==> src/rtl/kdpr_pkg.sv <==
// kdpr_pkg: shared constants, codes and types for the key debouncer
// with auto-repeat; no dependencies
package kdpr_pkg;

   localparam int NUM_KEYS = 6;
   localparam int LEVEL_W  = 6;
   localparam int KEY_W    = 3;
   localparam int CNT_W    = 6;
   localparam int HOLD_W   = 8;
   localparam int CSR_IDX_W  = 2;
   localparam int CSR_DATA_W = 8;

   localparam logic [CNT_W-1:0]  ON_TIME_RESET       = 6'd5;
   localparam logic [HOLD_W-1:0] REPEAT_START_RESET  = 8'd250;
   localparam logic [HOLD_W-1:0] REPEAT_PERIOD_RESET = 8'd20;

   typedef enum logic [CSR_IDX_W-1:0] {
      CSR_ON_TIME       = 2'd0,
      CSR_REPEAT_START  = 2'd1,
      CSR_REPEAT_PERIOD = 2'd2
   } csr_index_type;

   typedef enum logic {
      CMD_SAMPLE = 1'b0,
      CMD_TICK   = 1'b1
   } command_type;

   // what one key found for the current transaction
   typedef struct packed {
      logic push;
      logic pull;
      logic rpt;
   } lane_event_type;

   // merged result of one transaction
   typedef struct packed {
      logic             push_valid;
      logic [KEY_W-1:0] push_key;
      logic             pull_valid;
      logic [KEY_W-1:0] pull_key;
      logic             repeat_valid;
      logic [KEY_W-1:0] repeat_key;
   } result_type;

endpackage

==> src/rtl/kdpr_if.sv <==
// kdpr_req_if / kdpr_rsp_if: valid-ready channels of the debouncer
// depends on kdpr_pkg
interface kdpr_req_if
   import kdpr_pkg::*;
();
   logic              valid;
   logic              ready;
   logic              command;
   logic [LEVEL_W-1:0] key_levels;

   modport source (output valid, command, key_levels, input ready);
   modport sink   (input valid, command, key_levels, output ready);
endinterface

interface kdpr_rsp_if
   import kdpr_pkg::*;
();
   logic             valid;
   logic             ready;
   logic             push_valid;
   logic [KEY_W-1:0] push_key;
   logic             pull_valid;
   logic [KEY_W-1:0] pull_key;
   logic             repeat_valid;
   logic [KEY_W-1:0] repeat_key;

   modport source (output valid, push_valid, push_key, pull_valid, pull_key,
                   repeat_valid, repeat_key, input ready);
   modport sink   (input valid, push_valid, push_key, pull_valid, pull_key,
                   repeat_valid, repeat_key, output ready);
endinterface

==> src/rtl/kdpr_lane.sv <==
// kdpr_lane: debounce counter, on/edge state and hold counter of one key
// depends on kdpr_pkg
module kdpr_lane
   import kdpr_pkg::*;
(
   input  logic              clock,
   input  logic              reset,
   input  logic              accept,
   input  logic              command,
   input  logic              level,
   input  logic [CNT_W-1:0]  on_time,
   input  logic [HOLD_W-1:0] repeat_start,
   input  logic [HOLD_W-1:0] repeat_period,
   output lane_event_type    event_out
);

   logic [CNT_W-1:0]  count_ff, count_in;
   logic              on_ff, on_in;
   logic              edge_ff, edge_in;
   logic [HOLD_W-1:0] hold_ff, hold_in;
   logic [HOLD_W-1:0] hold_inc;

   always_comb begin
      count_in  = count_ff;
      on_in     = on_ff;
      edge_in   = edge_ff;
      hold_in   = hold_ff;
      event_out = '0;
      hold_inc  = hold_ff + 8'd1;
      if (command == CMD_SAMPLE) begin
         if (level) begin
            // released: count down toward zero
            count_in = (count_ff != '0) ? count_ff - 6'd1 : count_ff;
            if (count_in == '0) begin
               if (on_ff) begin
                  on_in          = 1'b0;
                  edge_in        = 1'b1;
                  event_out.pull = 1'b1;
               end else begin
                  edge_in = 1'b0;
               end
            end
         end else begin
            // pressed: count up to on_time, no further
            count_in = (count_ff < on_time) ? count_ff + 6'd1 : count_ff;
            if (count_in >= on_time) begin
               if (!on_ff) begin
                  on_in          = 1'b1;
                  edge_in        = 1'b1;
                  event_out.push = 1'b1;
               end else begin
                  edge_in = 1'b0;
               end
            end
         end
      end else begin
         if (on_ff && !edge_ff) begin
            hold_in = hold_inc;
            if (hold_inc == repeat_start) begin
               event_out.rpt = 1'b1;
               hold_in = (hold_inc >= repeat_period) ? hold_inc - repeat_period : '0;
            end
         end else begin
            hold_in = '0;
         end
      end
   end

   always_ff @(posedge clock) begin
      if (reset) begin
         count_ff <= '0;
         on_ff    <= 1'b0;
         edge_ff  <= 1'b0;
         hold_ff  <= '0;
      end else if (accept) begin
         count_ff <= count_in;
         on_ff    <= on_in;
         edge_ff  <= edge_in;
         hold_ff  <= hold_in;
      end
   end

endmodule

==> src/rtl/kdpr_merge.sv <==
// kdpr_merge: picks the highest key index for each event kind
// depends on kdpr_pkg
module kdpr_merge
   import kdpr_pkg::*;
(
   input  lane_event_type events [NUM_KEYS],
   output result_type     result
);

   always_comb begin
      result = '0;
      // later keys overwrite earlier ones, so the highest index wins
      for (int k = 0; k < NUM_KEYS; k++) begin
         if (events[k].push) begin
            result.push_valid = 1'b1;
            result.push_key   = k[KEY_W-1:0];
         end
         if (events[k].pull) begin
            result.pull_valid = 1'b1;
            result.pull_key   = k[KEY_W-1:0];
         end
         if (events[k].rpt) begin
            result.repeat_valid = 1'b1;
            result.repeat_key   = k[KEY_W-1:0];
         end
      end
   end

endmodule

==> src/rtl/key_debounce_push_pull_repeat_core.sv <==
// key_debounce_push_pull_repeat_core: top level of the key debouncer
// depends on kdpr_pkg, kdpr_if, kdpr_lane, kdpr_merge
// the result is registered and shows in the cycle after the transaction is accepted
// throughput: one transaction per cycle unless the response stalls; lanes update
// on accept and the single output register refills while its result is taken
// reset: synchronous, clears all key state and loads register defaults
module key_debounce_push_pull_repeat_core
   import kdpr_pkg::*;
(
   input  logic                  clock,
   input  logic                  reset,
   kdpr_req_if.sink              req_chan,
   kdpr_rsp_if.source            rsp_chan,
   input  logic                  csr_we,
   input  logic [CSR_IDX_W-1:0]  csr_index,
   input  logic [CSR_DATA_W-1:0] csr_wdata
);

   // configuration registers
   logic [CNT_W-1:0]  on_time_ff;
   logic [HOLD_W-1:0] repeat_start_ff;
   logic [HOLD_W-1:0] repeat_period_ff;

   // output register
   logic       rsp_valid_ff;
   result_type rsp_data_ff;

   logic           accept;
   lane_event_type events [NUM_KEYS];
   result_type     merged;

   // take a new transaction whenever the output slot is free or draining
   assign req_chan.ready = !rsp_valid_ff || rsp_chan.ready;
   assign accept         = req_chan.valid && req_chan.ready;

   always_ff @(posedge clock) begin
      if (reset) begin
         on_time_ff       <= ON_TIME_RESET;
         repeat_start_ff  <= REPEAT_START_RESET;
         repeat_period_ff <= REPEAT_PERIOD_RESET;
      end else if (csr_we) begin
         unique case (csr_index)
            CSR_ON_TIME:       on_time_ff       <= csr_wdata[CNT_W-1:0];
            CSR_REPEAT_START:  repeat_start_ff  <= csr_wdata[HOLD_W-1:0];
            CSR_REPEAT_PERIOD: repeat_period_ff <= csr_wdata[HOLD_W-1:0];
            default: ;  // unmapped index, write ignored
         endcase
      end
   end

   // one lane per key; keys past the pin field read as released
   for (genvar k = 0; k < NUM_KEYS; k++) begin : g_lane
      logic level;
      if (k < LEVEL_W) begin : g_pin
         assign level = req_chan.key_levels[k];
      end else begin : g_nopin
         assign level = 1'b1;
      end

      kdpr_lane u_lane (
         .clock         (clock),
         .reset         (reset),
         .accept        (accept),
         .command       (req_chan.command),
         .level         (level),
         .on_time       (on_time_ff),
         .repeat_start  (repeat_start_ff),
         .repeat_period (repeat_period_ff),
         .event_out     (events[k])
      );
   end

   kdpr_merge u_merge (
      .events (events),
      .result (merged)
   );

   always_ff @(posedge clock) begin
      if (reset) begin
         rsp_valid_ff <= 1'b0;
      end else if (accept) begin
         rsp_valid_ff <= 1'b1;
      end else if (rsp_chan.ready) begin
         rsp_valid_ff <= 1'b0;
      end
   end

   // payload register, no reset needed
   always_ff @(posedge clock) begin
      if (accept) begin
         rsp_data_ff <= merged;
      end
   end

   assign rsp_chan.valid        = rsp_valid_ff;
   assign rsp_chan.push_valid   = rsp_data_ff.push_valid;
   assign rsp_chan.push_key     = rsp_data_ff.push_key;
   assign rsp_chan.pull_valid   = rsp_data_ff.pull_valid;
   assign rsp_chan.pull_key     = rsp_data_ff.pull_key;
   assign rsp_chan.repeat_valid = rsp_data_ff.repeat_valid;
   assign rsp_chan.repeat_key   = rsp_data_ff.repeat_key;

endmodule

==> src/flat_wrapper.sv <==
// flat-port wrapper written by rule: the top's interface ports become plain ports
module key_debounce_push_pull_repeat_core_flat import kdpr_pkg::*;
  (clock, reset, csr_we, csr_index, csr_wdata, req_chan_valid, req_chan_command, req_chan_key_levels, req_chan_ready, rsp_chan_valid, rsp_chan_push_valid, rsp_chan_push_key, rsp_chan_pull_valid, rsp_chan_pull_key, rsp_chan_repeat_valid, rsp_chan_repeat_key, rsp_chan_ready);
  kdpr_req_if req_chan_i ();
  kdpr_rsp_if rsp_chan_i ();
  input  logic clock;
  input  logic reset;
  input  logic csr_we;
  input  logic [CSR_IDX_W-1:0] csr_index;
  input  logic [CSR_DATA_W-1:0] csr_wdata;
  input wire logic [$bits(req_chan_i.valid)-1:0] req_chan_valid;
  input wire logic [$bits(req_chan_i.command)-1:0] req_chan_command;
  input wire logic [$bits(req_chan_i.key_levels)-1:0] req_chan_key_levels;
  output wire logic [$bits(req_chan_i.ready)-1:0] req_chan_ready;
  output wire logic [$bits(rsp_chan_i.valid)-1:0] rsp_chan_valid;
  output wire logic [$bits(rsp_chan_i.push_valid)-1:0] rsp_chan_push_valid;
  output wire logic [$bits(rsp_chan_i.push_key)-1:0] rsp_chan_push_key;
  output wire logic [$bits(rsp_chan_i.pull_valid)-1:0] rsp_chan_pull_valid;
  output wire logic [$bits(rsp_chan_i.pull_key)-1:0] rsp_chan_pull_key;
  output wire logic [$bits(rsp_chan_i.repeat_valid)-1:0] rsp_chan_repeat_valid;
  output wire logic [$bits(rsp_chan_i.repeat_key)-1:0] rsp_chan_repeat_key;
  input wire logic [$bits(rsp_chan_i.ready)-1:0] rsp_chan_ready;
  assign req_chan_i.valid = req_chan_valid;
  assign req_chan_i.command = req_chan_command;
  assign req_chan_i.key_levels = req_chan_key_levels;
  assign req_chan_ready = req_chan_i.ready;
  assign rsp_chan_valid = rsp_chan_i.valid;
  assign rsp_chan_push_valid = rsp_chan_i.push_valid;
  assign rsp_chan_push_key = rsp_chan_i.push_key;
  assign rsp_chan_pull_valid = rsp_chan_i.pull_valid;
  assign rsp_chan_pull_key = rsp_chan_i.pull_key;
  assign rsp_chan_repeat_valid = rsp_chan_i.repeat_valid;
  assign rsp_chan_repeat_key = rsp_chan_i.repeat_key;
  assign rsp_chan_i.ready = rsp_chan_ready;
  key_debounce_push_pull_repeat_core u_core (.clock(clock), .reset(reset), .req_chan(req_chan_i), .rsp_chan(rsp_chan_i), .csr_we(csr_we), .csr_index(csr_index), .csr_wdata(csr_wdata));
endmodule
==> config.mk <==
export PLATFORM = sky130hd
export DESIGN_NAME = key_debounce_push_pull_repeat_core_flat
export DESIGN_NICKNAME = d
export VERILOG_FILES = /design/src/rtl/kdpr_pkg.sv /design/src/rtl/kdpr_if.sv /design/src/rtl/kdpr_lane.sv /design/src/rtl/kdpr_merge.sv /design/src/rtl/key_debounce_push_pull_repeat_core.sv /design/src/flat_wrapper.sv
export SDC_FILE = /design/constraint.sdc
export NUM_CORES = 1
export LEC_CHECK = 0
export ABC_AREA = 1
export BUFFER_PORTS_ARGS = -buffer_cell sky130_fd_sc_hd__buf_4
export CAP_MARGIN = 5
export CORE_ASPECT_RATIO = 1.4
export CORE_MARGIN = 5
export CORE_UTILIZATION = 55
export DETAILED_ROUTE_END_ITERATION = 7
export MAX_ROUTING_LAYER = met4
export PLACE_DENSITY = 0.77
export SYNTH_ARGS = -nofsm -noshare
export SYNTH_HDL_FRONTEND = slang
export SYNTH_HIERARCHICAL = 1
export SYNTH_SLANG_ARGS = --single-unit
==> constraint.sdc <==
create_clock -name clock -period 4.4 [get_ports clock]
set_clock_uncertainty 0.05 [all_clocks]
set_input_delay 0.88 -clock clock [delete_from_list [all_inputs] [get_ports clock]]
set_output_delay 0.88 -clock clock [all_outputs]
set_load 0.01 [all_outputs]
==> flow_summary.yaml <==
cts:
  postCtsResizedCells: 0
  clk_path_buf_depth: 2
  cts.sinks: 131
  htreeDepth: 4
  postCtsSetupBuffers: 0
  cts_hold_buf: 0
  clock-root-buffer: "sky130_fd_sc_hd__clkbuf_16"
  clk_transition_reported_paths_ps: 60
  clk-insertion-delay-late_ps: 430
  cts_made_buffers: 17
  tritoncts: "done"
route:
  avgRoutedWirePerCell_um: 14.5
  mean_number_of_vias_per_cell: 5.43
  dr_total_vias: 16256
  drc: 0
  final_antenna_net_count: 0
  drt_iter0_drc: 1049
  wirelength_um: 43500
  drt-pass1-iter-count: 7
cells_and_area:
  final_cells: 2995
  final_util_pct: 60.1
  fin_nets: 2778
  fin_area_um2: 16700
  drive_above_1_share_pct: 10.2
  layout-area-overhead-vs-synth_pct: 7.76
  num_antenna_cells: 0
power:
  intPower_uw: 2590
  p_switching_uw: 1550
  share_of_total_power_in_sequential_cells_pct: 33.1
  clockPowerShare_pct: 36.2
  cellLeakagePower_uw: 0.00883
  power.density_nw_per_um2: 248
  vdd.ir_drop.worst_mv: 0.293
  total_power_uw: 4140
  p_sw_share_pct: 37.5
  share_comb_of_total_power_pct: 30.6
placed_design:
  placed_cell_area_um2: 16100
  estimated_wirelength_of_the_detail_placed_design_um: 33300
  dpl.cell_count: 2963
  numPortBuffers: 35
  routabilityCongestion: 0.948
die:
  die_height_um: 209
  floorplan.initialDensity_pct: 55.8
  die-area_um2: 31700
  ioPinCount: 36
  core-area_um2: 27700
  overall_die_width_um: 152
  num_rows: 72
run_status:
  outcome: "finished clean"
min_path:
  worstHoldPathType: "reg2reg"
yosys:
  sequential_area_share_after_synthesis_pct: 17.7
  yosys_warnings: 6
  postSynthAreaPerCell_um2: 6.00
  synthesis.area_um2: 15500
  synthDistinctLibCells: 40
  postSynthRegisterBits: 131
  mappedNetlistNets: 2749
  syn-instance-count: 2583
global_routing:
  grt_first_pass_wirelength_um: 71600
  gr-usage-all-layers_pct: 27.5
  vias_in_the_first_global_route: 15689
  antenna_violations_before_repair: 0
  pin_count_of_the_biggest_net_entering_global_routing: 34
  global_route_congestion_overflow_total: 0
setup_path:
  path_buf_inv: 4
  worstPathCellList: "inv_1 > ha_1 > a21oi_1 > o21a_1 > nand2_1 > inv_1 > nand2_1 > o21ai_0 > inv_1 > ha_1 > nand2_1 > inv_1 > o21ai_0 > nand4_1 > nand3_1 > nor2_1 > nor2_1 > nand4_1"
  path_max_fanout: 8
  worst_path_most_repeated_cell: "sky130_fd_sc_hd__inv_1"
  arrival_ps: 3470
  crit_required_ps: 4520
  delay_of_the_slowest_cell_on_the_worst_path_ps: 570
  worst_path_dominant_cell_family: "simple AND/OR/NAND/NOR gates"
  worst-setup-path-type: "reg2reg"
  timing.critical_path.from_type: "register"
  worst_path_max_delay_cell: "sky130_fd_sc_hd__dfxtp_1"
  timing.critical_path.to_type: "register"
sta:
  finalWorstPathRequiredPeriod_ps: 3350
  max_freq_mhz: 299
  max-slew-margin-rel_pct: 38.8
  layout_worst_path_cycle_share_pct: 76.1
  final_hold_viol_count: 0
  total_of_endpoints_with_negative_setup_slack_in_the_final_report: 0
  worstMarginPinSlew_ps: 917
  report.final.slew_viol_count: 0
  final.setup.tns_ps: 0
  grt_setup_unrepaired: "false"
job:
  max_cap_viol_count: 0
worst paths after layout:
check                                                startpoint                         endpoint  slack, ps  cells past startpoint
worst max-delay path                       u_core/on_time_ff[5]       u_core/rsp_chan.push_valid       1050                     18
worst min-delay path            u_core/g_lane[0].u_lane/edge_ff  u_core/g_lane[0].u_lane/edge_ff        410                      2
worst max register to register             u_core/on_time_ff[5]       u_core/rsp_chan.push_valid       1050                     18
worst min register to register  u_core/g_lane[0].u_lane/edge_ff  u_core/g_lane[0].u_lane/edge_ff        410                      2
cell usage in the layout (no fill, tap or decap), types with 5 or more instances in the layout:
master	n
sky130_fd_sc_hd__nand2_1	730
sky130_fd_sc_hd__inv_1	457
sky130_fd_sc_hd__nand3_1	285
sky130_fd_sc_hd__nor2_1	168
sky130_fd_sc_hd__ha_1	138
sky130_fd_sc_hd__a21oi_1	131
sky130_fd_sc_hd__dfxtp_1	119
sky130_fd_sc_hd__nand4_1	83
sky130_fd_sc_hd__o21ai_0	72
sky130_fd_sc_hd__buf_4	43
sky130_fd_sc_hd__xor2_1	42
sky130_fd_sc_hd__nand2_2	37
sky130_fd_sc_hd__nand3_2	32
sky130_fd_sc_hd__inv_2	31
sky130_fd_sc_hd__nor2_4	30
sky130_fd_sc_hd__or2_2	28
sky130_fd_sc_hd__o21ai_1	26
sky130_fd_sc_hd__nor2_2	18
sky130_fd_sc_hd__clkbuf_16	17
sky130_fd_sc_hd__nor3_1	14
sky130_fd_sc_hd__o21a_1	12
sky130_fd_sc_hd__nand3b_1	12
sky130_fd_sc_hd__a31oi_1	12
sky130_fd_sc_hd__edfxtp_1	12
sky130_fd_sc_hd__xnor2_1	10
sky130_fd_sc_hd__o21bai_1	8
sky130_fd_sc_hd__nand3_4	7
sky130_fd_sc_hd__a21boi_0	6
sky130_fd_sc_hd__fa_1	6
sky130_fd_sc_hd__clkinv_4	5
per-stage QoR:
| step | setup slack (ps) | hold slack [ps] |
|---|---|---|
| 2_1_floorplan | 1230 | 388 |
| 6_report | 1050 | 411 |
| 3_3_place_gp | 1170 | 399 |
| 3_5_place_dp | 1090 | 408 |
| 4_1_cts | 1090 | 416 |
| 5_1_grt | 773 | 443 |
power groups by stage:
stage,sequential (uW),combinational (uW),clock [uW]
final,1370,1270,1500
after global routing,1380,1450,1560
after CTS,1370,1250,1520
after detailed placement,1400,1240,0
after global placement,1390,1210,0
after floorplan,1350,957,0
flip-flops by register name (all words and copies together), names as in the netlist, 6 cells and up:
name                           flops
u_core/g_lane.u_lane/edge_ff       6
u_core/g_lane.u_lane/count_ff     36
u_core/repeat_start_ff             8
u_core/g_lane.u_lane/hold_ff      48
u_core/on_time_ff                  6
u_core/repeat_period_ff            8
u_core/g_lane.u_lane/on_ff         6
layer usage:
layer	routed length [um]	GRT usage, %	vias up
li1	-	-	8326
met4	2120	13.5	0
met2	21900	49.8	461
met5	0	-	-
met1	17500	29.4	7327
met3	1950	3.68	142
cell families (layout without fill, tap and decap cells):
family / Yosys count / after routing / synth area share (%)
AOI/OAI and AO/OA: 272 / 272 / 9.37
xor gates and xnor gates: 52 / 52 / 2.94
adders and majority gates: 144 / 144 / 11.9
buffers and inverters: 526 / 568 / 13.2
DFF: 131 / 131 / 17.7
and+or+nand+nor: 1458 / 1458 / 44.8
synthesized netlist by cell type, drive strengths merged:
master  instances  area [um^2]
a21oi         132          661
o21bai          8         60.1
and3            2         12.5
o21a           12         90.1
buf            19          135
nor3           14         70.1
dfxtp         119         2380
nor2          220         1160
a21boi          6         45.0
or2            28          175
nand3         324         1870
a31oi          12         75.1
ha            138         1730
a211oi          4         30.0
xor2           42          368
xnor2          10         87.6
nand4          83          519
nand2         771         3020
o21ai          98          490
or3             4         25.0
clkbuf         14         62.6
inv           489         1840
clkinv          4         15.0
edfxtp         12          360
nand3b         12         90.1
fa              6          120
tightest hold or removal path, stage by stage, from the launching register on:
cell                      delay, ps
sky130_fd_sc_hd__dfxtp_1        310
sky130_fd_sc_hd__nand3_1         70
sky130_fd_sc_hd__nand2_1         40
cell type report:
| class | count | area, um^2 |
|---|---|---|
| Clock buffer | 19 | 453 |
| Fill cell | 2782 | 11100 |
| Clock inverter | 13 | 149 |
| Tap cell | 370 | 463 |
| Inverter | 493 | 1850 |
| Timing Repair Buffer | 43 | 323 |
| Sequential cell | 131 | 2740 |
| Multi-Input combinational cell | 1926 | 10700 |
Power figures use the tool's default switching activity.
